[src/rtl/core/bbc_divider.sv]
// Restoring divider: one quotient bit per cycle, quotient held until the next start.
module bbc_divider #(
    parameter int NW = 16,
    parameter int DW = 8
) (
    input  logic          clk,
    input  logic          rst_n,
    input  logic          start,
    input  logic [NW-1:0] dividend,
    input  logic [DW-1:0] divisor,
    output logic          busy,
    output logic [NW-1:0] quotient
);

    localparam int KW = $clog2(NW + 1);

    logic [DW:0]   rem_reg,  rem_next;
    logic [NW-1:0] quo_reg,  quo_next;
    logic [DW-1:0] dvs_reg,  dvs_next;
    logic [KW-1:0] step_reg, step_next;
    logic          busy_reg, busy_next;
    logic [DW+1:0] trial;

    // One shift and trial subtraction a cycle.
    always_comb
    begin
        rem_next  = rem_reg;
        quo_next  = quo_reg;
        dvs_next  = dvs_reg;
        step_next = step_reg;
        busy_next = busy_reg;
        trial     = {rem_reg, quo_reg[NW-1]};
        if (start)
        begin
            rem_next  = '0;
            quo_next  = dividend;
            dvs_next  = divisor;
            step_next = KW'(NW);
            busy_next = 1'b1;
        end
        else if (busy_reg)
        begin
            if (trial >= {2'b00, dvs_reg})
            begin
                rem_next = (DW+1)'(trial - {2'b00, dvs_reg});
                quo_next = {quo_reg[NW-2:0], 1'b1};
            end
            else
            begin
                rem_next = trial[DW:0];
                quo_next = {quo_reg[NW-2:0], 1'b0};
            end
            step_next = step_reg - 1'b1;
            if (step_reg == KW'(1))
            begin
                busy_next = 1'b0;
            end
        end
    end

    always_ff @(posedge clk or negedge rst_n)
    begin
        if (!rst_n)
        begin
            busy_reg <= 1'b0;
            step_reg <= '0;
        end
        else
        begin
            busy_reg <= busy_next;
            step_reg <= step_next;
        end
    end

    always_ff @(posedge clk)
    begin
        rem_reg <= rem_next;
        quo_reg <= quo_next;
        dvs_reg <= dvs_next;
    end

    assign busy     = busy_reg;
    assign quotient = quo_reg;

endmodule

[config.mk]
export PLATFORM = sky130hd
export DESIGN_NAME = bbc_divider
export DESIGN_NICKNAME = d
export VERILOG_FILES = /design/src/rtl/core/bbc_divider.sv
export SDC_FILE = /design/constraint.sdc
export NUM_CORES = 1
export LEC_CHECK = 0
export BUFFER_PORTS_ARGS = -buffer_cell sky130_fd_sc_hd__buf_2
export CORE_MARGIN = 5
export CORE_UTILIZATION = 45
export CTS_CLUSTER_SIZE = 24
export DETAILED_ROUTE_END_ITERATION = 8
export GPL_ROUTABILITY_DRIVEN = 0
export GPL_TIMING_DRIVEN = 1
export PLACE_DENSITY = 0.68
export SLEW_MARGIN = 5
export SYNTH_ARGS = -nofsm -noshare
export SYNTH_HDL_FRONTEND = slang
export SYNTH_SLANG_ARGS = --single-unit
[constraint.sdc]
create_clock -name clk -period 3.05 [get_ports clk]
set_clock_uncertainty 0.2 [all_clocks]
set_input_delay 0.61 -clock clk [delete_from_list [all_inputs] [get_ports clk]]
set_output_delay 0.61 -clock clk [all_outputs]
set_load 0.02 [all_outputs]
Word level (Yosys, flattened, before mapping). Index checks and enable logic that the tools add are counted.

Output and inout port bits: 17. Register bits: 39. Word-level logic and storage cells: 19.

Multiplexer cells: 9. Eq/ne operators: 1. Add/subtract/negate cells: 2. $lt $le $gt $ge: 1. Reduce and logical (&&, ||, !) cells: 1.

Operator list (count): 16-bit 2-to-1 mux (2); 10-bit by 8-bit >= comparator with 1-bit output (1); 5-bit 2-to-1 mux (2); 9-bit 2-to-1 mux (1); 9-bit by 8-bit subtractor with 9-bit output (1); 5-bit by 1-bit equality test with 1-bit output, second input constant (1); 5-bit by 1-bit subtractor with 5-bit output, second input constant (1); 1-bit 2-to-1 mux (4); 2-bit nonzero test (1).

Logic depth before layout (Yosys ltp). Gate-level depths: netlist of run 1.

Word-level depth: 4. Mapped depth: 9.

Worst setup path before layout of run 1. Ideal clock, no wire load.

Path kind: reg2reg. Start: register quo_reg[15], in the netlist quotient[15]. End: register quo_reg[0], in the netlist quotient[0] (data pin). Stages on the path, launching flop included: 10. Data arrival time: 1.992 ns. Buffers on the path: 0. Path slack: 0.588 ns. Path through: edfxtp_1 inv_1 ha_1 inv_1 fa_1 nand3_1 nand2_4 a211o_1 nor2_1 mux2i_1.

Cells in the longest elaborated chain, start to end: 4.

Ends and longest elaborated chain: start, declared (RTL line 18) `logic [NW-1:0] quo_reg, quo_next;`; start signal, assigned (RTL line 78) `quo_reg <= quo_next;`; 10-bit by 8-bit >= comparator with 1-bit output (RTL line 43) `if (trial >= {2'b00, dvs_reg})`; 1-bit 2-to-1 mux (RTL line 43); 16-bit 2-to-1 mux (RTL line 41) `else if (busy_reg)`; 16-bit 2-to-1 mux (RTL line 33) `if (start)`; net quo_next[0] (RTL line 18).

The timed path passes the listed nets, and every way through them passes these cells. The select of a mux whose other input is x is not followed. A chain may end at the register's enable or synchronous reset.

Worst setup path after layout of run 1. Ends and elaborated chain as after synthesis.

==> insert_results.sql, run 1 <==
INSERT INTO impl_metrics (metric_group, metric, value, unit) VALUES
('floorplanning', 'die_height', '78.1', 'um'),
('floorplanning', 'chipWidth', '78.1', 'um'),
('layout', 'finish.utilization', '0.555', ''),
('global_route', 'first_pass_grt_wire_length', '7.30', 'mm'),
('detailed_routing', 'final_wirelength', '4.26', 'mm'),
('layout', 'num-nets-final', '263', ''),
('layout', 'area_delta_synth_final', '17.3', '%'),
('min_path', 'hold-path-endpoint', 'dvs_reg[4]', ''),
('floorplanning', 'fp.dieArea', '0.00610', 'mm^2'),
('min_path', 'holdPathStages', '1', ''),
('detailed_routing', 'tritonroute_pass_1_iters', '4', ''),
('critical_path', 'path_class', 'flop to flop', ''),
('pwr', 'combPwrFrac', '0.438', ''),
('timing', 'slew_viol_final', '0', ''),
('detailed_routing', 'post_drt_via_cell_ratio', '5.45', ''),
('detailed_routing', 'drt_iter0_drc', '86', ''),
('layout', 'layout.cells.most_common', 'sky130_fd_sc_hd__buf_2', ''),
('placement', 'hpwl', '3.10', 'mm'),
('layout', 'layout.cells.most_common_list', 'sky130_fd_sc_hd__buf_2 (43), sky130_fd_sc_hd__edfxtp_1 (24), sky130_fd_sc_hd__inv_1 (15), sky130_fd_sc_hd__mux2_2 (15)', ''),
('timing', 'setup_tns', '0', 'ns'),
('timing', 'max_clock_freq', '390', 'MHz'),
('critical_path', 'r2r.worst_path.cells', '9', ''),
('detailed_routing', 'routedWlPerCell', '15.3', 'um'),
('status', 'run_status', 'complete, no violations', ''),
('global_route', 'grt_start_max_net_pins', '37', ''),
('flow_run', 'max-cap-violations', '0', ''),
('cts', 'cts_root_buf', 'sky130_fd_sc_hd__clkbuf_8', ''),
('pwr', 'ir_drop', '0.379', 'mV'),
('timing', 'holdWs', '0.286', 'ns'),
('timing', 'final-hold-violation-count', '0', ''),
('timing', 'slew_headroom', '0.503', ''),
('cts', 'cts-root-to-sink-buffers', '2', ''),
('layout', 'largest_reg_flops', '16', ''),
('min_path', 'worstHoldPathType', 'input pin to flop', ''),
('synthesis', 'synth_seq_cells', '39', ''),
('floorplanning', 'initial_core_util', '0.473', ''),
('synthesis', 'synth-edff-count', '24', ''),
('timing', 'final-setup-viol-count', '0', ''),
('global_route', 'grt_overflow', '0', ''),
('synthesis', 'netlist-cell-type-count', '49', ''),
('critical_path', 'reg2reg_from', 'quotient[15]', ''),
('synthesis', 'synth_sequential_area_ratio', '0.503', ''),
('synthesis', 'avgSynthCellArea', '11.8', 'um^2'),
('critical_path', 'timing.critical_path.to_type', 'flop', ''),
('placement', 'dp_cells', '269', ''),
('floorplanning', 'core_area', '0.00441', 'mm^2'),
('global_route', 'grt_util_all_layers', '0.150', ''),
('detailed_routing', 'routed_via_count', '1514', ''),
('timing', 'worst-slew-pin-transition', '0.727', 'ns'),
('detailed_routing', 'drtAntennaViolNets', '0', ''),
('synthesis', 'ys.warnings.count', '0', ''),
('cts', 'numClockSinks', '39', ''),
('layout', 'layout-drive-gt1-share', '0.341', ''),
('pwr', 'switchingPower', '0.000801', 'W'),
('critical_path', 'startpoint_type', 'flop', ''),
('layout', 'n_antenna_cell', '0', ''),
('synthesis', 'synth_flop_cell', 'sky130_fd_sc_hd__edfxtp_1', ''),
('pwr', 'clock_power_share', '0.167', ''),
('min_path', 'hold_path_startpoint', 'divisor[4]', ''),
('synthesis', 'postSynth.asyncResetShare', '0.154', ''),
('floorplanning', 'floorplan.rows', '24', ''),
('floorplanning', 'io_pins', '44', ''),
('critical_path', 'r2r_setup_slk', '0.49', 'ns'),
('synthesis', 'count_of_mapped_cells_out_of_synthesis', '177', ''),
('cts', 'ctsHtreeMaxLevel', '2', ''),
('cts', 'cts_repair_resize_count', '0', ''),
('pwr', 'post-layout-total-power', '0.00203', 'W'),
('pwr', 'power_per_cell_area', '830', 'mW/mm^2'),
('pwr', 'intPower', '0.00123', 'W'),
('critical_path', 'required_time_of_the_critical_path', '2.88', 'ns'),
('timing', 'min_period_over_period', '0.841', '');
==> critical path, cell delays in order, from the launching register on <==
cell and delay, ns:
sky130_fd_sc_hd__edfxtp_1 0.42, sky130_fd_sc_hd__inv_1 0.08, sky130_fd_sc_hd__ha_1 0.15, sky130_fd_sc_hd__inv_1 0.05, sky130_fd_sc_hd__fa_1 0.39, sky130_fd_sc_hd__nand3_1 0.17
sky130_fd_sc_hd__nand2_4 0.09, sky130_fd_sc_hd__a211o_1 0.29, sky130_fd_sc_hd__nor2_1 0.33, sky130_fd_sc_hd__mux2i_1 0.12
==> kinds of logic after synthesis <==
kind of cell | count (synthesis) | synth area share
AO/OA/AOI/OAI | 34 | 0.137
XOR/XNOR | 8 | 0.0336
adder cells (fa/ha/maj) | 11 | 0.0695
buffers and inverters | 20 | 0.0395
flip-flops | 39 | 0.503
multiplexers | 17 | 0.0905
AND/OR/NAND/NOR | 48 | 0.126
==> power by group through the flow <==
stage	sequential (W)	combinational, W	clock (W)
after floorplan	0.000845	0.000640	0
after global placement	0.000815	0.000881	0
after detailed placement	0.000811	0.000883	0
after CTS	0.000803	0.000890	0.000350
after global routing	0.000823	0.000983	0.000375
final	0.000804	0.000890	0.000339
==> final cells by class <==
type	count	area, um^2	area share
clock inverter	1	5.00	0.00204
timing repair buffer	46	240	0.0981
sequential	39	1050	0.429
multi-input combinational	118	955	0.390
clock buffer	7	76.3	0.0312
inverter	15	56.3	0.0230
tap	52	65.1	0.0266
==> synth_stat cells, types with 4 or more instances <==
cell / instances / share of area
sky130_fd_sc_hd__a21oi_1: 7 / 0.017
sky130_fd_sc_hd__nand3_1: 6 / 0.014
sky130_fd_sc_hd__a311oi_1: 4 / 0.017
sky130_fd_sc_hd__mux2_2: 15 / 0.081
sky130_fd_sc_hd__edfxtp_1: 24 / 0.35
sky130_fd_sc_hd__dfxtp_1: 9 / 0.086
sky130_fd_sc_hd__o31ai_1: 4 / 0.014
sky130_fd_sc_hd__inv_1: 15 / 0.027
sky130_fd_sc_hd__xnor2_1: 5 / 0.021
sky130_fd_sc_hd__ha_1: 10 / 0.060
sky130_fd_sc_hd__and2_1: 4 / 0.012
sky130_fd_sc_hd__nor2_1: 10 / 0.018
sky130_fd_sc_hd__dfrtp_1: 6 / 0.072
sky130_fd_sc_hd__nand2_1: 10 / 0.018
==> through the flow <==
stage / setup slack [ns] / instance area (um^2)
floorplan: 0.588 / 2090
global placement: 0.565 / 2360
detailed placement: 0.491 / 2360
CTS: 0.480 / 2450
global route: 0.358 / 2450
finish: 0.485 / 2450
==> per-layer routing <==
metal	share of wire	GRT usage
met4	0.017	0.0709
met3	0.054	0.0309
met2	0.47	0.236
met1	0.46	0.196
met5	0	0
==> timing repair <==
item / 4_1_cts / 5_1_grt
hold endpoints to repair: 6 / 0
hold buffers: 1 / 0
buffers inserted: 0 / 0
==> worst max-delay path by stage <==
stage	start	endpoint	slack, ns	depth (start not counted)
final	quotient[15]	quotient[0]	0.49	9
after detailed placement	quotient[15]	quotient[0]	0.49	9
after global placement	quotient[15]	quotient[0]	0.56	9
after global routing	quotient[15]	quotient[0]	0.36	9
after CTS	quotient[15]	quotient[0]	0.48	9
after floorplan	quotient[15]	quotient[0]	0.59	9
Note: power is estimated with default switching activity, not from simulation.
==> run 2, diff against run 1 <==
--- a/config.mk
+++ b/config.mk
@@ -5,6 +5,7 @@
 export SDC_FILE = /design/constraint.sdc
 export NUM_CORES = 1
 export LEC_CHECK = 0
+export ABC_AREA = 1
 export BUFFER_PORTS_ARGS = -buffer_cell sky130_fd_sc_hd__buf_2
 export CORE_MARGIN = 5
 export CORE_UTILIZATION = 45
==> constraint.sdc (replaced) <==
create_clock -name clk -period 2.38 [get_ports clk]
set_clock_uncertainty 0.2 [all_clocks]
set_input_delay 0.476 -clock clk [delete_from_list [all_inputs] [get_ports clk]]
set_output_delay 0.476 -clock clk [all_outputs]
set_load 0.02 [all_outputs]
==> run 2 against run 1 <==
- synthesized cell count grew 47%
- register-to-register slack lost 0.36 ns
- synthesized area grew 2.7%
- via count grew 19%
- global-route usage grew 0.95 points
- combinational power grew 24%
- non-clock buffer count is the same
- largest cell class unchanged
==> insert_results.sql, run 2 <==
INSERT INTO impl_metrics (metric_group, metric, value, unit) VALUES
('floorplanning', 'io_pins', '44', ''),
('timing', 'slew_viol_final', '0', ''),
('global_route', 'antenna_found_initial', '0', ''),
('timing', 'final-setup-viol-count', '0', ''),
('layout', 'n_antenna_cell', '0', ''),
('synthesis', 'ys.warnings.count', '0', ''),
('layout', 'num-nets-final', '348', ''),
('synthesis', 'count_of_mapped_cells_out_of_synthesis', '260', ''),
('critical_path', 'crit_start', 'quotient[15]', ''),
('synthesis', 'post_synthesis_cell_area', '0.00214', 'mm^2'),
('critical_path', 'worst-path-buf-inv', '2', ''),
('synthesis', 'synth_top_area_cell', 'sky130_fd_sc_hd__edfxtp_1', ''),
('cts', 'worstSkewPairLatency', '0.29', 'ns'),
('global_route', 'first_pass_grt_wire_length', '7.88', 'mm'),
('cts', 'cts.reportedPaths.clkPinSlew', '0.08', 'ns'),
('pwr', 'ir_drop', '0.504', 'mV'),
('flow_run', 'max-cap-violations', '0', ''),
('critical_path', 'crit_cells', '10', ''),
('synthesis', 'synth_seq_cells', '39', ''),
('critical_path', 'r2r_setup_slk', '0.13', 'ns'),
('layout', 'sequential_cell_area', '0.00105', 'mm^2'),
('detailed_routing', 'remaining_drc_errors', '0', ''),
('layout', 'area_delta_synth_final', '19.1', '%'),
('synthesis', 'synth_compound_gate_area_share', '0.0478', ''),
('critical_path', 'worst_path_largest_cell_delay', '0.38', 'ns'),
('critical_path', 'worst_path_max_delay_cell', 'sky130_fd_sc_hd__edfxtp_1', ''),
('critical_path', 'required_time_of_the_critical_path', '2.20', 'ns'),
('pwr', 'power_per_cell_area', '1020', 'mW/mm^2'),
('global_route', 'grt_pass1_vias', '1722', ''),
('critical_path', 'r2r.worst_path.cells', '10', ''),
('min_path', 'worstHoldPathType', 'input pin to flop', ''),
('global_route', 'grt_overflow', '0', ''),
('status', 'run_status', 'complete, no violations', ''),
('synthesis', 'synthesized_area_fraction_occupied_by_xor_and_xnor_cells', '0.0123', ''),
('critical_path', 'startpoint_type', 'flop', ''),
('floorplanning', 'floorplan.rows', '25', ''),
('cts', 'cts-root-to-sink-buffers', '2', ''),
('layout', 'layout.cells.most_common_list', 'sky130_fd_sc_hd__nand2_1 (103), sky130_fd_sc_hd__buf_2 (43), sky130_fd_sc_hd__inv_1 (40), sky130_fd_sc_hd__edfxtp_1 (24), sky130_fd_sc_hd__nand3_1 (22)', ''),
('synthesis', 'netlist-cell-type-count', '30', ''),
('layout', 'n_fill_cell', '435', ''),
('critical_path', 'path_class', 'flop to flop', ''),
('cts', 'cts_root_buf', 'sky130_fd_sc_hd__clkbuf_8', ''),
('layout', 'multiInputGateArea', '933', 'um^2'),
('layout', 'layout.cells.most_common', 'sky130_fd_sc_hd__nand2_1', ''),
('cts', 'ctsHtreeMaxLevel', '2', ''),
('critical_path', 'worstPathMaxFanout', '5', ''),
('synthesis', 'yosys-top-cells-area', 'sky130_fd_sc_hd__edfxtp_1 (34%), sky130_fd_sc_hd__nand2_1 (18%), sky130_fd_sc_hd__dfxtp_1 (8.4%)', ''),
('timing', 'final_period_minus_worst_setup_slack', '2.25', 'ns'),
('layout', 'layout-drive-gt1-share', '0.219', ''),
('cts', 'tritoncts', 'yes', ''),
('critical_path', 'worstPathCellList', 'inv_1, ha_1, inv_1, fa_2, nand3_1, nand3_1, nand2_2, nand2_2, nor2_8, a31oi_1', ''),
('detailed_routing', 'post_drt_via_cell_ratio', '4.94', ''),
('cts', 'cts_post_setup_buffers_inserted', '0', ''),
('placement', 'hpwl', '3.32', 'mm'),
('floorplanning', 'chipWidth', '79.0', 'um'),
('critical_path', 'timing.critical_path.to', 'quotient[0]', ''),
('synthesis', 'synth.cells.most_frequent', 'sky130_fd_sc_hd__nand2_1 (103), sky130_fd_sc_hd__inv_1 (40), sky130_fd_sc_hd__edfxtp_1 (24)', ''),
('timing', 'max_clock_freq', '444', 'MHz'),
('timing', 'min_period_over_period', '0.946', ''),
('cts', 'numClockSinks', '39', ''),
('synthesis', 'synth_sequential_area_ratio', '0.490', ''),
('floorplanning', 'die_height', '79.0', 'um'),
('synthesis', 'avgSynthCellArea', '8.25', 'um^2'),
('critical_path', 'critical_path.top_delay_family', 'simple AND/OR/NAND/NOR gates', ''),
('cts', 'cts_buffers', '5', ''),
('global_route', 'grt_util_all_layers', '0.159', ''),
('pwr', 'leakagePower', '1.34', 'nW'),
('synthesis', 'yosys.area.top_type_share', '0.336', ''),
('synthesis', 'synth_most_common_cell', 'sky130_fd_sc_hd__nand2_1', ''),
('critical_path', 'reg2reg_from', 'quotient[15]', ''),
('synthesis', 'synth_flop_cell', 'sky130_fd_sc_hd__edfxtp_1', ''),
('synthesis', 'dominant_combinational_cell_family_by_area_after_synthesis', 'simple AND/OR/NAND/NOR gates', ''),
('critical_path', 'timing.critical_path.to_type', 'flop', ''),
('synthesis', 'synthesis.nets', '298', ''),
('timing', 'worst-slew-pin-transition', '0.693', 'ns'),
('detailed_routing', 'drt_iter0_drc', '144', ''),
('detailed_routing', 'drtAntennaViolNets', '0', ''),
('floorplanning', 'core_area', '0.00466', 'mm^2'),
('placement', 'placement.cell_area', '0.00242', 'mm^2'),
('synthesis', 'synth-edff-count', '24', ''),
('placement', 'placement.io_buffers', '43', ''),
('global_route', 'grt_start_max_net_pins', '22', ''),
('floorplanning', 'initial_core_util', '0.460', ''),
('critical_path', 'worst-endpoint-arrival', '2.07', 'ns'),
('synthesis', 'post_synth_mux_area_share', '0', ''),
('detailed_routing', 'routedWlPerCell', '12.8', 'um'),
('detailed_routing', 'routed_via_count', '1803', ''),
('critical_path', 'worstReg2RegEnd', 'quotient[0]', ''),
('detailed_routing', 'final_wirelength', '4.67', 'mm'),
('synthesis', 'synth_fa_ha_area_frac', '0.0677', ''),
('synthesis', 'postSynth.asyncResetShare', '0.154', ''),
('timing', 'slew_headroom', '0.537', ''),
('floorplanning', 'fp.dieArea', '0.00625', 'mm^2'),
('layout', 'finish.utilization', '0.548', ''),
('timing', 'final-hold-violation-count', '0', ''),
('layout', 'final_design_area_no_fill', '0.00255', 'mm^2'),
('detailed_routing', 'tritonroute_pass_1_iters', '5', ''),
('synthesis', 'yosys.area_share.simple', '0.301', ''),
('layout', 'largest_reg_flops', '16', '');
==> run 2: cell types whose count changed in the layout (fill, tap and decap cells not counted), moves of 4 or more <==
| cell | change |
|---|---|
| sky130_fd_sc_hd__o31ai_1 | -4 |
| sky130_fd_sc_hd__o21ai_0 | +4 |
| sky130_fd_sc_hd__and2_1 | -4 |
| sky130_fd_sc_hd__a311oi_1 | -4 |
| sky130_fd_sc_hd__inv_1 | +25 |
| sky130_fd_sc_hd__nand2_1 | +93 |
| sky130_fd_sc_hd__mux2_2 | -15 |
| sky130_fd_sc_hd__nand3_1 | +16 |
==> run 2: worst reg2reg max path, delay by kind of cell (launching register included) <==
kind	cells	cell delay (ns)
simple gates	5	0.61
fa+ha+maj	2	0.51
flops	1	0.38
buf+inv	2	0.17
compound gates	1	0.10
==> run 2: kinds of logic after synthesis <==
family | after synthesis
buffers and inverters | 45
and+or+nand+nor | 147
DFF | 39
AOI/OAI and AO/OA | 15
xor gates and xnor gates | 3
adders and majority gates | 11
==> run 2: timing repair <==
item	in CTS	in global routing
hold buffers	1	0
resized for setup	0	1
setup endpoints to repair	0	4
endpoints found under the hold margin	6	0
==> run 2: worst min-delay path by stage <==
stage,start,cells past startpoint,slack (ns),endpoint
4_1_cts,divisor[4],1,0.14,dvs_reg[4]
6_report,divisor[4],1,0.16,dvs_reg[4]
3_5_place_dp,rst_n,1,0.11,step_reg[4]
2_1_floorplan,rst_n,0,-0.02,busy
3_3_place_gp,rst_n,1,0.11,step_reg[2]
5_1_grt,divisor[1],1,0.14,dvs_reg[1]
==> run 2: area by class of cell <==
| class | count | area share |
|---|---|---|
| multi-input cells | 177 | 0.366 |
| clock inverters | 3 | 0.0152 |
| flip-flops and latches | 39 | 0.412 |
| well taps | 54 | 0.0265 |
| repair buffers | 46 | 0.0941 |
| inverters | 41 | 0.0603 |
| clock buffers | 5 | 0.0269 |
==> run 2: report_power, final <==
part	internal (W)	switching (W)	total, W
combinational	0.000415	0.000690	0.00110
sequential	0.000866	0.000112	0.000977
clock	0.000307	0.000227	0.000534
total	0.00159	0.00103	0.00262
==> run 2: metal layers <==
metal / wire length, um / global-route usage
met1: 2150 / 0.212
met2: 2260 / 0.263
met3: 196 / 0.0351
met4: 68 / 0.0412
met5: 0 / 0
==> run 2: stage by stage <==
stage	std cells	hold WS, ns	setup slack, ns	TNS (ns)	power (W)
global route	365	0.143	-0.00181	-0.00181	0.00283
finish	365	0.157	0.128	0	0.00262
CTS	364	0.144	0.0767	0	0.00260
detailed placement	355	0.111	0.0977	0	0.00205
global placement	355	0.108	0.174	0	0.00204
floorplan	260	-0.0196	0.127	0	0.00180
